`src/design/bol_pkg.sv`:
```
// ----------------------------------------------------------------------------
// bol_pkg: shared types and constants of the bounded ordered list
// Sizes of the list, request and status codes, and the request, response
// and cell command beats.
// ----------------------------------------------------------------------------
package bol_pkg;

  localparam int CAPACITY = 16;
  localparam int IDX_W    = (CAPACITY > 1) ? $clog2(CAPACITY) : 1;
  localparam int CNT_W    = $clog2(CAPACITY + 1);
  localparam int POS_W    = 5;
  localparam int LEN_W    = 5;
  localparam int CMP_W    = ((CNT_W > POS_W) ? CNT_W : POS_W) + 1;

  typedef enum logic [2:0] {
    REQ_APPEND     = 3'd0,
    REQ_INSERT     = 3'd1,
    REQ_DELETE_POS = 3'd2,
    REQ_DELETE_VAL = 3'd3,
    REQ_SEARCH     = 3'd4,
    REQ_CLEAR      = 3'd5
  } req_code_t;

  typedef enum logic [1:0] {
    ST_DONE = 2'd0,
    ST_MISS = 2'd1,
    ST_FULL = 2'd2
  } status_code_t;

  typedef enum logic [1:0] {
    ACT_HOLD   = 2'd0,
    ACT_INSERT = 2'd1,
    ACT_REMOVE = 2'd2
  } cell_act_t;

  typedef struct packed {
    logic [2:0]         req_type;
    logic signed [31:0] value;
    logic [POS_W-1:0]   position;
  } in_beat_t;

  typedef struct packed {
    logic [1:0]       status;
    logic             found;
    logic [LEN_W-1:0] length;
  } out_beat_t;

  // Broadcast to every cell in the row.
  typedef struct packed {
    cell_act_t        act;
    logic [IDX_W-1:0] k;
    logic [31:0]      data;
    logic             sample;
    logic [31:0]      probe;
  } cell_cmd_t;

endpackage

```
`src/design/bounded_ordered_list_core.sv`:
```
// ----------------------------------------------------------------------------
// bounded_ordered_list_core: ordered list of signed 32-bit values
// A row of cells, one per entry, with a count register and a request
// decoder that drives the whole row at once.
// ----------------------------------------------------------------------------
// Usage. A request beat (req) is taken at a rising edge where start is high
// and busy is low. It names one of append, insert at a 1-based position,
// delete at a position, delete the first entry equal to a value, search,
// or clear. Every request, served or refused, yields exactly one response
// beat on rsp, marked by done for a single cycle.
//
// Timing. The edge that takes a request also latches, in every cell, the
// comparison of its entry with the request value. In the next cycle busy is
// high: the first match and the position checks are resolved, and at the
// end of that cycle all cells shift or load together and the response is
// registered. done is high in the cycle after that. A new request is not
// taken while busy is high; the busy cycle exists for the first-match
// search over the row's latched compare flags.
//
// Reset is synchronous: it empties the list and clears busy and done. Entry
// contents are not reset, since slots above the count are never observed.
// The receiver cannot hold off a response, so there is no stall path.
// ----------------------------------------------------------------------------
module bounded_ordered_list_core (
  input  logic              clk,
  input  logic              rst,
  input  logic              start,
  output logic              busy,
  input  bol_pkg::in_beat_t req,
  output logic              done,
  output bol_pkg::out_beat_t rsp
);

  localparam int N = bol_pkg::CAPACITY;

  bol_pkg::in_beat_t          req_q;
  logic [bol_pkg::CNT_W-1:0]  count;
  logic [bol_pkg::CNT_W-1:0]  count_next;
  bol_pkg::cell_cmd_t         cmd;
  bol_pkg::out_beat_t         rsp_next;

  logic [31:0]                entries [N];
  logic [N-1:0]               match_raw;
  logic [N-1:0]               match_live;
  logic [N-1:0]               first_hot;
  logic [bol_pkg::IDX_W-1:0]  first_idx;
  logic                       any_match;

  logic [bol_pkg::CMP_W-1:0]  pos_w;
  logic [bol_pkg::CMP_W-1:0]  cnt_w;
  logic [bol_pkg::CMP_W-1:0]  k_w;
  logic                       accept;
  logic                       full;

  assign accept = start && !busy;

  // Only slots below the count hold live entries.
  always_comb begin
    for (int i = 0; i < N; i++) begin
      match_live[i] = match_raw[i] && (bol_pkg::CNT_W'(i) < count);
    end
  end

  // Lowest set bit of the live match vector, then its index.
  assign first_hot = match_live & (~match_live + N'(1));
  assign any_match = |match_live;

  always_comb begin
    first_idx = '0;
    for (int i = 0; i < N; i++) begin
      first_idx = first_idx | (first_hot[i] ? bol_pkg::IDX_W'(i) : '0);
    end
  end

  assign pos_w = bol_pkg::CMP_W'(req_q.position);
  assign cnt_w = bol_pkg::CMP_W'(count);
  assign k_w   = pos_w - bol_pkg::CMP_W'(1);
  assign full  = (count >= bol_pkg::CNT_W'(N));

  // Request decode, active in the busy cycle.
  always_comb begin
    count_next      = count;
    rsp_next.status = bol_pkg::ST_DONE;
    rsp_next.found  = 1'b0;
    cmd.act         = bol_pkg::ACT_HOLD;
    cmd.k           = bol_pkg::IDX_W'(k_w);
    cmd.data        = req_q.value;
    cmd.sample      = accept;
    cmd.probe       = req.value;

    if (busy) begin
      unique case (req_q.req_type)
        bol_pkg::REQ_APPEND: begin
          if (full) begin
            rsp_next.status = bol_pkg::ST_FULL;
          end else begin
            cmd.act    = bol_pkg::ACT_INSERT;
            cmd.k      = bol_pkg::IDX_W'(count);
            count_next = count + bol_pkg::CNT_W'(1);
          end
        end
        bol_pkg::REQ_INSERT: begin
          if (pos_w == '0 || pos_w > cnt_w + bol_pkg::CMP_W'(1)) begin
            rsp_next.status = bol_pkg::ST_MISS;
          end else if (full) begin
            rsp_next.status = bol_pkg::ST_FULL;
          end else begin
            cmd.act    = bol_pkg::ACT_INSERT;
            count_next = count + bol_pkg::CNT_W'(1);
          end
        end
        bol_pkg::REQ_DELETE_POS: begin
          if (pos_w == '0 || pos_w > cnt_w) begin
            rsp_next.status = bol_pkg::ST_MISS;
          end else begin
            cmd.act    = bol_pkg::ACT_REMOVE;
            count_next = count - bol_pkg::CNT_W'(1);
          end
        end
        bol_pkg::REQ_DELETE_VAL: begin
          if (any_match) begin
            rsp_next.found = 1'b1;
            cmd.act        = bol_pkg::ACT_REMOVE;
            cmd.k          = first_idx;
            count_next     = count - bol_pkg::CNT_W'(1);
          end else begin
            rsp_next.status = bol_pkg::ST_MISS;
          end
        end
        bol_pkg::REQ_SEARCH: begin
          if (any_match) begin
            rsp_next.found = 1'b1;
          end else begin
            rsp_next.status = bol_pkg::ST_MISS;
          end
        end
        bol_pkg::REQ_CLEAR: begin
          count_next = '0;
        end
        default: begin
          count_next = count;
        end
      endcase
    end
    rsp_next.length = bol_pkg::LEN_W'(count_next);
  end

  always_ff @(posedge clk) begin
    if (rst) begin
      busy  <= 1'b0;
      done  <= 1'b0;
      count <= '0;
    end else begin
      busy  <= accept;
      done  <= busy;
      count <= count_next;
    end
  end

  always_ff @(posedge clk) begin
    if (accept) begin
      req_q <= req;
    end
    if (busy) begin
      rsp <= rsp_next;
    end
  end

  // The row of cells; each sees its two neighbors.
  for (genvar g = 0; g < N; g++) begin : g_cell
    logic [31:0] left_data;
    logic [31:0] right_data;

    if (g == 0) begin : g_first
      assign left_data = '0;
    end else begin : g_mid_l
      assign left_data = entries[g-1];
    end

    if (g == N - 1) begin : g_last
      assign right_data = '0;
    end else begin : g_mid_r
      assign right_data = entries[g+1];
    end

    bol_cell u_cell (
      .clk   (clk),
      .rst   (rst),
      .idx   (bol_pkg::IDX_W'(g)),
      .cmd   (cmd),
      .left  (left_data),
      .right (right_data),
      .entry (entries[g]),
      .match (match_raw[g])
    );
  end

endmodule

```
`src/design/bol_cell.sv`:
```
// ----------------------------------------------------------------------------
// bol_cell: one slot of the ordered list
// Holds one entry, compares it with a probe value, and on an insert or a
// remove loads the new value or the entry of its left or right neighbor.
// ----------------------------------------------------------------------------
module bol_cell (
  input  logic                     clk,
  input  logic                     rst,
  input  logic [bol_pkg::IDX_W-1:0] idx,
  input  bol_pkg::cell_cmd_t       cmd,
  input  logic [31:0]              left,
  input  logic [31:0]              right,
  output logic [31:0]              entry,
  output logic                     match
);

  logic [31:0] entry_next;

  always_comb begin
    entry_next = entry;
    unique case (cmd.act)
      bol_pkg::ACT_INSERT: begin
        if (idx == cmd.k) begin
          entry_next = cmd.data;
        end else if (idx > cmd.k) begin
          entry_next = left;
        end
      end
      bol_pkg::ACT_REMOVE: begin
        if (idx >= cmd.k) begin
          entry_next = right;
        end
      end
      default: begin
        entry_next = entry;
      end
    endcase
  end

  always_ff @(posedge clk) begin
    entry <= entry_next;
  end

  // The match flag is captured when a request is taken and used in the following busy cycle.
  always_ff @(posedge clk) begin
    if (rst) begin
      match <= 1'b0;
    end else if (cmd.sample) begin
      match <= (entry == cmd.probe);
    end
  end

endmodule

```
`config.mk`:
```
export PLATFORM = sky130hd
export DESIGN_NAME = bounded_ordered_list_core
export DESIGN_NICKNAME = d
export VERILOG_FILES = /design/src/design/bol_pkg.sv /design/src/design/bounded_ordered_list_core.sv /design/src/design/bol_cell.sv
export SDC_FILE = /design/constraint.sdc
export NUM_CORES = 2
export LEC_CHECK = 0
export ABC_CLOCK_PERIOD_IN_PS = 10200
export BUFFER_PORTS_ARGS = -buffer_cell sky130_fd_sc_hd__buf_2
export CAP_MARGIN = 20
export CELL_PAD_IN_SITES_DETAIL_PLACEMENT = 2
export CELL_PAD_IN_SITES_GLOBAL_PLACEMENT = 2
export CORE_MARGIN = 1.5
export CORE_UTILIZATION = 41
export CTS_CLUSTER_SIZE = 12
export DETAILED_ROUTE_END_ITERATION = 8
export HOLD_SLACK_MARGIN = 0.1
export PLACE_DENSITY_LB_ADDON = 0.1
export REMOVE_ABC_BUFFERS = 1
export SETUP_SLACK_MARGIN = 0.02
export SLEW_MARGIN = 25
export SYNTH_ARGS = -nofsm -noshare
export SYNTH_HDL_FRONTEND = slang
export SYNTH_SLANG_ARGS = --single-unit
```
`constraint.sdc`:
```
create_clock -name clk -period 10.2 [get_ports clk]
set_input_delay 2.04 -clock clk [delete_from_list [all_inputs] [get_ports clk]]
set_output_delay 2.04 -clock clk [all_outputs]
set_load 0.1 [all_outputs]
```
==> summary.txt <==
Power and ir drop
  • Worst VDD drop: 0.1130 mV
  • PwrDens: 153.9 nW/um^2
  • Psw: 1.758 mW
  • Switch share: 0.2911
  • Cell internal pwr: 4.282 mW
  • Clock power share: 0.421
  • Pleak: 12.90 nW
  • Sequential share of power: 0.447
  • Combinational share of power: 0.132

Timing
  • Fin. max-slew vios: 0
  • Hold Vio Cnt, Final: 0
  • Crit path time final: 6.920 ns
  • Worst clock skew: 0.02233 ns
  • RSZ-0062 raised after global routing: no
  • Worst Max-Slew Pin Slew: 1.239 ns
  • TNS Setup: 0 ns
  • Fin crit share: 0.6785
  • Final worst-path setup slack: 3.280 ns
  • Timing-limited maximum frequency: 144.5 MHz
  • Finish-stage setup viols: 0
  • Slew HR: 0.1663

Worst hold path
  • Hold Path Class: reg -> reg

Die
  • Site row count: 108
  • Die area: 89000 sq um
  • Starting Density: 0.4128
  • CORE AREA: 86620 sq um
  • Num ports: 53
  • Die span in y: 298.3 microns
  • Die width: 298.3 microns

GRT
  • Largest net degree at the start of global routing: 170
  • First-pass GRT wire length: 247200 microns
  • Initial antenna violation count: 15
  • Vias in the first global route: 29712
  • Grt ovf: 0
  • GR Util All Layers: 0.3948

Drt
  • WL final: 178700 microns
  • First-pass DRT Iterations: 6
  • Routed WL per cell: 42.27 microns
  • DRT iter0 DRCs: 4319
  • DRC: 0
  • Vias per cell: 7.170
  • ANT nets after route: 0
  • Vias: 30313

Critical path
  • Setup Crit Path Kind: reg -> reg
  • CP Max Fanout: 105
  • Critical path launch point type: flip-flop
  • Kind of end point of the critical path: flip-flop
  • CP arrival: 7.31 ns
  • Data required, critical path: 10.59 ns

Clock tree
  • CTS max path bufs: 3
  • Worst-path clk slew: 0.06 ns
  • Hold_buf cts: 0
  • Clk sink count: 583
  • CTS buffer count: 73
  • Clk_lat worst skew: 0.64 ns
  • H-tree depth: 3
  • CTS tree: done
  • Number of gates resized after CTS: 0
  • Root Driver: clkbuf_16
  • Post CTS Setup Buffer Count: 0

Logic synthesis
  • Post-Synth Adder-Cell Area: 0.005948
  • Synthesized flop and latch total: 583
  • Largest family of logic cells by synthesized area: simple AND/OR/NAND/NOR gates
  • Mapped cell area: 35760 sq um
  • Dominant cells by area after synthesis: edfxtp_1, a221o_1, xor2_1, nor3b_1, clkbuf_1
  • Yosys top cell by area: edfxtp_1
  • Synth Flop Type: edfxtp_1
  • Avg Inst Size Synth: 11.31 sq um
  • Most common cell in the netlist: edfxtp_1
  • Top cells by count, synth: edfxtp_1, a221o_1, xor2_1
  • Post-synthesis compound-gate area fraction: 0.1646
  • Synth Area in XOR/XNOR: 0.1249
  • Area share of the largest cell type after synthesis: 0.4703
  • Post-synth ARST share: 0
  • Mux contribution to synthesized area: 0.009237
  • Mapped Cells: 3163
  • YS warnings: 0
  • Sequential fraction of the synthesis area: 0.4831
  • Distinct cells, synth: 67
  • Simple-Gate Fraction of Synth Area: 0.1725
  • EDFF count, synth: 560

Place
  • Port bufs: 52
  • Dpl cell area: 36960 sq um
  • Dpl hpwl: 119900 microns
  • Place WS: 3.146 ns
  • Final Wtd Congestion: 1.012

Layout
  • Final nets: 3075
  • Layout cells sized above 1: 0.09313
  • Synth-to-Final Area Change: 9.755%
  • Final instance area: 39250 sq um
  • FILL cells: 8707
  • Area occupied by multi-input gates: 17440 sq um
  • Register area: 17280 sq um

Run status
  • Status: finished, final reports clean

Job
  • Max cap viols: 0
[metal layers]
metal | up-vias | part of all wire | track usage
met4 | 20 | 0.061 | 0.1971
met5 | - | 0.00070 | 0
met3 | 375 | 0.10 | 0.08598
li1 | 12023 | - | -
met2 | 1806 | 0.43 | 0.5920
met1 | 16089 | 0.40 | 0.5382
[cell type report]
cell class                      instances  share of cell area
Tap cell                             1155             0.03682
Antenna cell                            2           0.0001275
Multi-Input combinational cell       2212              0.4443
Timing Repair Buffer                  118             0.01977
Clock inverter                         35            0.005547
Inverter                               27            0.002614
Sequential cell                       583              0.4402
Clock buffer                           96             0.05063
[worst max-delay path, stage by stage, from the launching register on]
cell and delay (ns):
dfxtp_1 0.76, inv_1 0.20, ha_1 0.37, inv_1 0.06, ha_1 0.28, nor2b_1 0.15, o21a_1 0.13, o21a_1 0.11
o21ai_0 0.10, a211oi_1 0.71, nor2_1 0.26, nand2_1 0.25, ha_4 0.67, buf_6 0.69, buf_4 0.82, nor2b_1 0.47
a221o_1 0.44
[cells in the final DEF, fill, tap and decap left out, drive strengths merged, types with 23 or more instances in the layout]
master	netlist	routed
nor2	60	60
nor2b	133	133
edfxtp	560	560
nand4	57	57
xnor2	115	115
nor3b	318	318
a21oi	68	68
buf	51	118
xor2	395	395
nor4	110	110
clkbuf	290	96
nand2	69	69
nand2b	73	73
a221o	449	449
o21ai	61	61
inv	27	29
mux2i	33	33
dfxtp	23	23
clkinv	0	31
nor3	129	129
[stage by stage]
stage	power (mW)	utilization	hold slack (ns)	cells
global placement	3.487	0.4265	0.4486	4094
floorplan	3.119	-	0.4258	2822
finish	6.040	0.4531	0.4782	4228
detailed placement	3.512	0.4267	0.4649	4094
CTS	6.025	0.4521	0.4765	4225
global route	6.140	0.4531	0.5017	4226
[flip-flops by register name, indices dropped and copies added, names as in the netlist]
signal / cells
g_cell.u_cell.entry: 512
cmd: 32
g_cell.u_cell.match: 16
rsp: 8
count: 5
pos_w: 5
req_q: 3
busy: 1
done: 1
[power groups by stage]
stage	Sequential [mW]	Combinational, mW	Clock (mW)
global route	2.70	0.803	2.64
global placement	2.75	0.740	0
CTS	2.70	0.767	2.56
detailed placement	2.75	0.762	0
floorplan	2.75	0.372	0
finish	2.70	0.797	2.54
[cell families (layout without fill, tap and decap cells)]
kind of cell | Yosys count | count (layout)
other | 0 | 2
AND/OR/NAND/NOR | 988 | 988
multiplexers | 33 | 33
XOR/XNOR | 510 | 510
adder cells (fa/ha/maj) | 17 | 17
buffers and inverters | 368 | 276
AO/OA/AOI/OAI | 664 | 664
flip-flops | 583 | 583
[final timing paths]
| check | startpoint | end | slack [ns] | cells after the start |
|---|---|---|---|---|
| worst max-delay path | count[1] | g_cell[14].u_cell.entry[10] | 3.28 | 16 |
| worst min-delay path | g_cell[3].u_cell.match | g_cell[3].u_cell.match | 0.48 | 2 |
| worst max register to register | count[1] | g_cell[14].u_cell.entry[10] | 3.28 | 16 |
| worst min register to register | g_cell[3].u_cell.match | g_cell[3].u_cell.match | 0.48 | 2 |
No activity file was read; power rests on OpenSTA's default activity.
